## src/cal_pkg.sv

```systemverilog
// Shared types and codes for the compacting array list.
// Used by cal_ctrl, cal_dpath and compacting_array_list; no dependencies.
package cal_pkg;

  localparam int CAPACITY_DEF = 64;
  localparam int KIND_W       = 3;
  localparam int POS_W        = 6;
  localparam int DATA_W       = 32;
  localparam int COUNT_W      = 7;
  localparam int STATUS_W     = 2;

  localparam logic [KIND_W-1:0] KIND_APPEND     = 3'd0;
  localparam logic [KIND_W-1:0] KIND_REMOVE_POS = 3'd1;
  localparam logic [KIND_W-1:0] KIND_REMOVE_VAL = 3'd2;
  localparam logic [KIND_W-1:0] KIND_READ       = 3'd3;
  localparam logic [KIND_W-1:0] KIND_CLEAR      = 3'd4;

  localparam logic [STATUS_W-1:0] ST_OK        = 2'd0;
  localparam logic [STATUS_W-1:0] ST_RANGE     = 2'd1;
  localparam logic [STATUS_W-1:0] ST_NOT_FOUND = 2'd2;
  localparam logic [STATUS_W-1:0] ST_FULL      = 2'd3;

  typedef struct packed {
    logic        [KIND_W-1:0] kind;
    logic        [POS_W-1:0]  position;
    logic signed [DATA_W-1:0] value;
  } req_t;

  typedef struct packed {
    logic signed [DATA_W-1:0]   read_value;
    logic        [COUNT_W-1:0]  count;
    logic        [STATUS_W-1:0] status;
  } rsp_t;

  typedef enum logic [2:0] {
    S_IDLE,
    S_EXEC,
    S_READ_WAIT,
    S_SCAN_RD,
    S_SCAN_CMP,
    S_SHIFT_RD,
    S_SHIFT_WR,
    S_DONE
  } state_t;

  typedef struct packed {
    logic                load;
    logic                set_status;
    logic [STATUS_W-1:0] status_code;
    logic                idx_load_pos;
    logic                idx_clear;
    logic                idx_inc;
    logic                rd_pos;
    logic                rd_next;
    logic                rd_capture;
    logic                wr_append;
    logic                wr_shift;
    logic                cnt_inc;
    logic                cnt_dec;
    logic                cnt_clear;
    logic                res_load;
  } cmd_t;

  typedef struct packed {
    logic [KIND_W-1:0] kind;
    logic              pos_err;
    logic              full;
    logic              empty;
    logic              last;
    logic              match;
    logic              out_free;
  } sts_t;

endpackage

```

## src/cal_ctrl.sv

```systemverilog
// Request sequencer for the compacting array list.
// Depends on cal_pkg; drives cal_dpath through cmd_t and reads sts_t.
module cal_ctrl (
  input  logic          clk,
  input  logic          rst,
  input  logic          req_valid,
  output logic          req_stall,
  input  cal_pkg::sts_t sts,
  output cal_pkg::cmd_t cmd
);
  import cal_pkg::*;

  state_t state;
  state_t state_next;

  always_ff @(posedge clk) begin
    if (rst) begin
      state <= S_IDLE;
    end else begin
      state <= state_next;
    end
  end

  always_comb begin
    state_next = state;
    case (state)
      S_IDLE: begin
        if (req_valid) state_next = S_EXEC;
      end
      S_EXEC: begin
        case (sts.kind)
          KIND_REMOVE_POS: state_next = sts.pos_err ? S_DONE : S_SHIFT_RD;
          KIND_REMOVE_VAL: state_next = sts.empty ? S_DONE : S_SCAN_RD;
          KIND_READ:       state_next = sts.pos_err ? S_DONE : S_READ_WAIT;
          default:         state_next = S_DONE;
        endcase
      end
      S_READ_WAIT: state_next = S_DONE;
      S_SCAN_RD:   state_next = S_SCAN_CMP;
      S_SCAN_CMP: begin
        if (sts.match) begin
          state_next = S_SHIFT_RD;
        end else if (sts.last) begin
          state_next = S_DONE;
        end else begin
          state_next = S_SCAN_RD;
        end
      end
      S_SHIFT_RD: state_next = sts.last ? S_DONE : S_SHIFT_WR;
      S_SHIFT_WR: state_next = S_SHIFT_RD;
      S_DONE: begin
        if (sts.out_free) state_next = S_IDLE;
      end
      default: state_next = S_IDLE;
    endcase
  end

  always_comb begin
    cmd       = '0;
    req_stall = rst || (state != S_IDLE);
    case (state)
      S_IDLE: begin
        cmd.load        = req_valid;
      end
      S_EXEC: begin
        case (sts.kind)
          KIND_APPEND: begin
            if (sts.full) begin
              cmd.set_status  = 1'b1;
              cmd.status_code = ST_FULL;
            end else begin
              cmd.wr_append = 1'b1;
              cmd.cnt_inc   = 1'b1;
            end
          end
          KIND_REMOVE_POS: begin
            if (sts.pos_err) begin
              cmd.set_status  = 1'b1;
              cmd.status_code = ST_RANGE;
            end else begin
              cmd.idx_load_pos = 1'b1;
            end
          end
          KIND_REMOVE_VAL: begin
            if (sts.empty) begin
              cmd.set_status  = 1'b1;
              cmd.status_code = ST_NOT_FOUND;
            end else begin
              cmd.idx_clear = 1'b1;
            end
          end
          KIND_READ: begin
            if (sts.pos_err) begin
              cmd.set_status  = 1'b1;
              cmd.status_code = ST_RANGE;
            end else begin
              cmd.rd_pos = 1'b1;
            end
          end
          KIND_CLEAR: cmd.cnt_clear = 1'b1;
          default: ;
        endcase
      end
      S_READ_WAIT: cmd.rd_capture = 1'b1;
      S_SCAN_CMP: begin
        if (!sts.match) begin
          if (sts.last) begin
            cmd.set_status  = 1'b1;
            cmd.status_code = ST_NOT_FOUND;
          end else begin
            cmd.idx_inc = 1'b1;
          end
        end
      end
      S_SHIFT_RD: begin
        if (sts.last) begin
          cmd.cnt_dec = 1'b1;
        end else begin
          cmd.rd_next = 1'b1;
        end
      end
      S_SHIFT_WR: begin
        cmd.wr_shift = 1'b1;
        cmd.idx_inc  = 1'b1;
      end
      S_DONE: cmd.res_load = sts.out_free;
      default: ;
    endcase
  end

endmodule

```

## src/cal_dpath.sv

```systemverilog
// Entry memory, count, scan index and result register of the compacting array list.
// Depends on cal_pkg; controlled by cal_ctrl through cmd_t.
module cal_dpath #(
  parameter int CAPACITY = cal_pkg::CAPACITY_DEF
) (
  input  logic          clk,
  input  logic          rst,
  input  cal_pkg::req_t req,
  output logic          rsp_valid,
  input  logic          rsp_stall,
  output cal_pkg::rsp_t rsp,
  input  cal_pkg::cmd_t cmd,
  output cal_pkg::sts_t sts
);
  import cal_pkg::*;

  localparam int AW = $clog2(CAPACITY);
  localparam int CW = $clog2(CAPACITY + 1);

  logic signed [DATA_W-1:0] mem [CAPACITY];
  logic signed [DATA_W-1:0] rdata;
  logic signed [DATA_W-1:0] rd_val;
  logic [STATUS_W-1:0]      status;
  req_t                     op;
  logic [CW-1:0]            count;
  logic [CW-1:0]            idx;
  logic [CW-1:0]            idx_p1;
  logic [AW-1:0]            rd_addr;

  assign idx_p1 = idx + CW'(1);

  always_comb begin
    if (cmd.rd_pos) begin
      rd_addr = AW'(op.position);
    end else if (cmd.rd_next) begin
      rd_addr = idx_p1[AW-1:0];
    end else begin
      rd_addr = idx[AW-1:0];
    end
  end

  always_ff @(posedge clk) begin
    rdata <= mem[rd_addr];
    if (cmd.wr_append) begin
      mem[count[AW-1:0]] <= op.value;
    end else if (cmd.wr_shift) begin
      mem[idx[AW-1:0]] <= rdata;
    end
  end

  always_ff @(posedge clk) begin
    if (cmd.load) begin
      op     <= req;
      rd_val <= '0;
      status <= ST_OK;
    end else begin
      if (cmd.rd_capture) rd_val <= rdata;
      if (cmd.set_status) status <= cmd.status_code;
    end
    if (cmd.idx_load_pos) begin
      idx <= CW'(op.position);
    end else if (cmd.idx_clear) begin
      idx <= '0;
    end else if (cmd.idx_inc) begin
      idx <= idx_p1;
    end
    if (cmd.res_load) begin
      rsp.read_value <= rd_val;
      rsp.count      <= COUNT_W'(count);
      rsp.status     <= status;
    end
  end

  always_ff @(posedge clk) begin
    if (rst) begin
      count     <= '0;
      rsp_valid <= 1'b0;
    end else begin
      if (cmd.cnt_clear) begin
        count <= '0;
      end else if (cmd.cnt_inc) begin
        count <= count + CW'(1);
      end else if (cmd.cnt_dec) begin
        count <= count - CW'(1);
      end
      if (cmd.res_load) begin
        rsp_valid <= 1'b1;
      end else if (!rsp_stall) begin
        rsp_valid <= 1'b0;
      end
    end
  end

  assign sts.kind     = op.kind;
  assign sts.pos_err  = (|(op.position >> CW)) || (CW'(op.position) >= count);
  assign sts.full     = (count == CW'(CAPACITY));
  assign sts.empty    = (count == '0);
  assign sts.last     = (idx_p1 >= count);
  assign sts.match    = (rdata == op.value);
  assign sts.out_free = !rsp_valid || !rsp_stall;

  a_count_bound: assert property (@(posedge clk) disable iff (rst)
    count <= CW'(CAPACITY))
    else $error("entry count above capacity");

  a_no_append_full: assert property (@(posedge clk) disable iff (rst)
    cmd.cnt_inc |-> !sts.full)
    else $error("append into a full table");

  a_res_no_overwrite: assert property (@(posedge clk) disable iff (rst)
    cmd.res_load |-> sts.out_free)
    else $error("result register overwritten while held");

  a_dec_nonempty: assert property (@(posedge clk) disable iff (rst)
    cmd.cnt_dec |-> !sts.empty)
    else $error("remove from an empty table");

endmodule

```

## src/compacting_array_list.sv

```systemverilog
// Top level of the compacting array list: an ordered, gap-free list of signed
// 32-bit values held in a single-port-write memory of CAPACITY entries.
// Each request item gives one response item. From acceptance, append, clear,
// unused kinds, failed reads and failed removes at a position go from the
// execute state straight to the done state; a read passes through a read-wait
// state to capture the registered memory output; a remove at a position walks
// from that position to the end, reading the next entry and writing it one slot
// down, then decrements the count; a remove by value first scans from entry 0,
// reading and comparing each entry until a match starts the same shift or the
// last entry ends it with not-found. Removal moves entries through the memory's
// registered read port. One request is in flight at a time and the next one is
// taken in the cycle after the response is loaded; a held response that is
// still stalled keeps the block from finishing the next request. A new request
// is taken while the previous response still waits in the output register. The
// input is stalled during reset. No clearing pass after reset.
module compacting_array_list #(
  parameter int CAPACITY = cal_pkg::CAPACITY_DEF
) (
  input  logic          clk,
  input  logic          rst,
  input  logic          req_valid,
  output logic          req_stall,
  input  cal_pkg::req_t req,
  output logic          rsp_valid,
  input  logic          rsp_stall,
  output cal_pkg::rsp_t rsp
);
  import cal_pkg::*;

  cmd_t cmd;
  sts_t sts;

  cal_ctrl u_ctrl (
    .clk       (clk),
    .rst       (rst),
    .req_valid (req_valid),
    .req_stall (req_stall),
    .sts       (sts),
    .cmd       (cmd)
  );

  cal_dpath #(
    .CAPACITY (CAPACITY)
  ) u_dpath (
    .clk       (clk),
    .rst       (rst),
    .req       (req),
    .rsp_valid (rsp_valid),
    .rsp_stall (rsp_stall),
    .rsp       (rsp),
    .cmd       (cmd),
    .sts       (sts)
  );

endmodule
```

## config.mk

```make
export PLATFORM = sky130hd
export DESIGN_NAME = compacting_array_list
export DESIGN_NICKNAME = d
export VERILOG_FILES = /design/src/cal_pkg.sv /design/src/cal_ctrl.sv /design/src/cal_dpath.sv /design/src/compacting_array_list.sv
export SDC_FILE = /design/constraint.sdc
export NUM_CORES = 2
export LEC_CHECK = 0
export ABC_AREA = 1
export BUFFER_PORTS_ARGS = -buffer_cell sky130_fd_sc_hd__buf_4
export CAP_MARGIN = 15
export CORE_MARGIN = 4
export CORE_UTILIZATION = 28
export CTS_BUF_LIST = sky130_fd_sc_hd__clkbuf_4 sky130_fd_sc_hd__clkbuf_8
export DETAILED_ROUTE_END_ITERATION = 16
export PLACE_DENSITY = 0.42
export SYNTH_ARGS = -nofsm -noshare
export SYNTH_HDL_FRONTEND = slang
export SYNTH_SLANG_ARGS = --single-unit
```

## constraint.sdc

```tcl
create_clock -name clk -period 9.6 [get_ports clk]
set_input_delay 1.44 -clock clk [delete_from_list [all_inputs] [get_ports clk]]
set_output_delay 1.44 -clock clk [all_outputs]
set_load 0.005 [all_outputs]
```

==> flow_metrics.env <==
export IMPL_ir_worst_vdd_mv=0.221
export IMPL_final_cells=13400
export IMPL_critical_path_peak_fanout=113
export IMPL_rows=212
export IMPL_period_share_pct=63.8
export IMPL_cap_violations=0
export IMPL_numCtsBuffers=401
export IMPL_cts_resized_gates=0
export IMPL_grt_usage_pct=18.5
export IMPL_worstSkewPairLatency_ns=1.02
export IMPL_post_cts_buffers=0
export IMPL_die_h_um=589
export IMPL_fillers=33900
export IMPL_maxSlewHeadroom_pct=25.8
export IMPL_grt_overflow=0
export IMPL_multi_input_area_um2=24700
export IMPL_holdPathStages=0
export IMPL_regToRegSetupSlack_ns=3.48
export IMPL_cts_sinks=2214
export IMPL_wl_per_cell_um=24.8
export IMPL_rsz0062_at_grt="no"
export IMPL_required_ns=10.48
export IMPL_post_dp_hpwl_um=168000
export IMPL_ys_seq_area_share_pct=69.6
export IMPL_areaGrowthSynthToFinish_pct=14.4
export IMPL_r2r_end="u_dpath.rdata[0]"
export IMPL_run_status="finished, final reports clean"
export IMPL_p_leak_uw=0.0404
export IMPL_vias=65800
export IMPL_timing_fmax_mhz=163
export IMPL_drive_gt1_share_pct=11.5
export IMPL_tightest_slew_ns=1.11
export IMPL_viasPerCell=4.91
export IMPL_finClkSkew_ns=0.0743
export IMPL_stdcell_area_um2=108000
export IMPL_dr_pass1_iters=5
export IMPL_finalSetupViolCount=0
export IMPL_tns_ns=0
export IMPL_clockRootBuffer="clkbuf_8"
export IMPL_syn_area_per_cell_um2=11.1
export IMPL_placedInstanceArea_um2=100000
export IMPL_regArea_um2=65700
export IMPL_wl_um=333000
export IMPL_first_iter_violations=6369
export IMPL_slew_violations=0
export IMPL_synth_edff_count=2136
export IMPL_nets=8646
export IMPL_critPathLaunchType="register"
export IMPL_grt_pass1_vias=62900
export IMPL_synth_main_ff_cell="edfxtp_1"
export IMPL_core_area_um2=335000
export IMPL_syn_num_nets=8546
export IMPL_ant_nets=0
export IMPL_gp_congestion=0.789
export IMPL_synth_top_cell_area_share_pct=67.9
export IMPL_worstSetupStartpoint="u_dpath.idx[0]"
export IMPL_netlist_area_um2=94400
export IMPL_worstSetupEndpoint="u_dpath.rdata[0]"
export IMPL_h_tree_depth=5
export IMPL_clockBufferDepth=4
export IMPL_grt_start_max_net_pins=173
export IMPL_yosys_warnings=0
export IMPL_final_common_cell="nand2_1"
export IMPL_num_io_pins=88
export IMPL_clk_pin_slew_ns=0.05
export IMPL_ys_seq_elements=2214
export IMPL_antenna_found_initial=14
export IMPL_mostFrequentLayoutCells="2564 x nand2_1, 2136 x edfxtp_1, 2110 x nand3_1, 443 x inv_1, 427 x clkbuf_8"
export IMPL_hold_viol=0
export IMPL_postCtsHoldBufs=0
export IMPL_drc=0
export IMPL_design_die_area_um2=347000
export IMPL_numPortBuffers=87
export IMPL_start_util_pct=28.2
export IMPL_synth_area_leader_cell="edfxtp_1"
export IMPL_synthTopCellsByArea="edfxtp_1 68%, nand3_1 11%, nand2_1 10%"
export IMPL_r2r_worst_path_cells=23
export IMPL_critPathCaptureType="register"
export IMPL_syn_instance_count=8481
export IMPL_p_per_area_nw_per_um2=280
export IMPL_grt_pass1_wl_um=473000
export IMPL_cts_tree="yes"
export IMPL_worst_ep_arrival_time_ns=7.00
export IMPL_dp_cells=12700
export IMPL_whs_ns=0.431
export IMPL_synth_cell_types=39
export IMPL_hold_class="reg -> reg"
export IMPL_async_flop_share_pct=0
export IMPL_r2r_start="u_dpath.idx[0]"
export IMPL_fin_crit_ns=6.12
export IMPL_path_class="reg -> reg"
export IMPL_die_w_um=589
[area by class of cell]
cell class | instances | share of cell area [%]
Tap cell | 4494 | 5.21
Inverter | 452 | 1.59
Antenna cell | 5 | 0.0116
Clock inverter | 138 | 0.728
Sequential cell | 2214 | 60.8
Timing Repair Buffer | 270 | 2.21
Clock buffer | 581 | 6.51
Multi-Input combinational cell | 5242 | 22.9
[logic make-up (layout without fill, tap and decap cells)]
group,count (synthesis),in the layout,synth area share (%)
AND/OR/NAND/NOR,5061,5061,24.0
flip-flops,2214,2214,69.6
buffers and inverters,1025,1441,4.87
AO/OA/AOI/OAI,92,92,0.514
XOR/XNOR,39,39,0.362
multiplexers,30,30,0.358
adder cells (fa/ha/maj),20,20,0.273
other,0,5,0
[through the flow]
stage / setup slack (ns) / power [uW] / utilization, %
after floorplan: 5.16 / 17600 / -
after global placement: 3.57 / 21600 / 29.9
after detailed placement: 3.57 / 21600 / 29.9
after CTS: 3.61 / 30500 / 32.2
after global routing: 3.20 / 31700 / 32.3
final: 3.48 / 30200 / 32.3
[worst max-delay path, stage by stage, from the launching register on]
cell	delay [ns]
edfxtp_1	0.46
ha_1	0.23
nand3_1	0.12
nor3_1	0.23
xnor2_1	0.19
inv_1	0.08
ha_1	0.29
nand2_1	0.09
inv_1	0.05
a21oi_1	0.22
nand3_1	0.37
nand2_1	0.18
nand2_1	0.14
nand2_8	0.44
buf_12	0.45
buf_4	0.65
nand3_1	0.14
nand2_1	0.10
nand2_1	0.05
nand3_1	0.09
nand3_1	0.08
nand3_1	0.26
nand3_1	0.50
nand2_1	0.22
[synth_stat cells, types with 2 or more instances]
cell type,n
or2_2,2
xnor2_1,21
a31oi_1,2
o21ai_1,3
mux2_2,30
nor2_2,2
buf_2,329
o22ai_1,2
xor2_1,18
inv_2,6
inv_1,444
nor4_1,3
nand3_1,2111
edfxtp_1,2136
buf_1,80
o21ai_0,25
dfxtp_1,78
nand4_1,16
a21oi_1,53
a21boi_0,2
clkinv_1,2
buf_6,26
clkbuf_1,99
nand3b_1,252
nor3_1,10
buf_4,39
nand2_1,2564
nand2_2,3
ha_1,19
nor2_1,95
[routing by layer]
layer / share of wire [%] / up-vias / GRT usage, %
li1: - / 29800 / -
met1: 47 / 33300 / 27.0
met2: 45 / 2190 / 29.0
met3: 5.8 / 543 / 2.32
met4: 2.6 / 4 / 4.77
met5: 0.0084 / - / 0
[how the worst min path moves through the flow]
stage,from,slack [ns],to
2_1_floorplan,u_dpath.status[1],0.41,u_dpath.rsp[1]
3_3_place_gp,u_dpath.rd_val[12],0.42,u_dpath.rsp[21]
3_5_place_dp,u_dpath.rd_val[7],0.42,u_dpath.rsp[16]
4_1_cts,u_dpath.rd_val[7],0.43,u_dpath.rsp[16]
5_1_grt,u_dpath.rd_val[7],0.44,u_dpath.rsp[16]
6_report,u_dpath.rd_val[28],0.43,u_dpath.rsp[37]
[power breakdown]
group | switching, uW | internal (uW) | leakage [uW] | total [uW]
sequential | 440 | 11600 | 0.0199 | 12000
clock | 4030 | 4800 | 0.00416 | 8830
combinational | 7130 | 2230 | 0.0164 | 9360
total | 11600 | 18600 | 0.0404 | 30200
[sequential cells by signal, summed over array words and instances, names as in the netlist]
register and cells:
u_dpath.count 7, u_dpath.rdata 32, u_dpath.rd_val 32, u_dpath.status 2, u_dpath.op 38, u_dpath.mem 2048, u_dpath.idx 7, u_dpath.sts 3
u_ctrl.state 3, u_dpath.rsp 41, u_dpath.rsp_valid 1
Power figures use the tool's default switching activity.
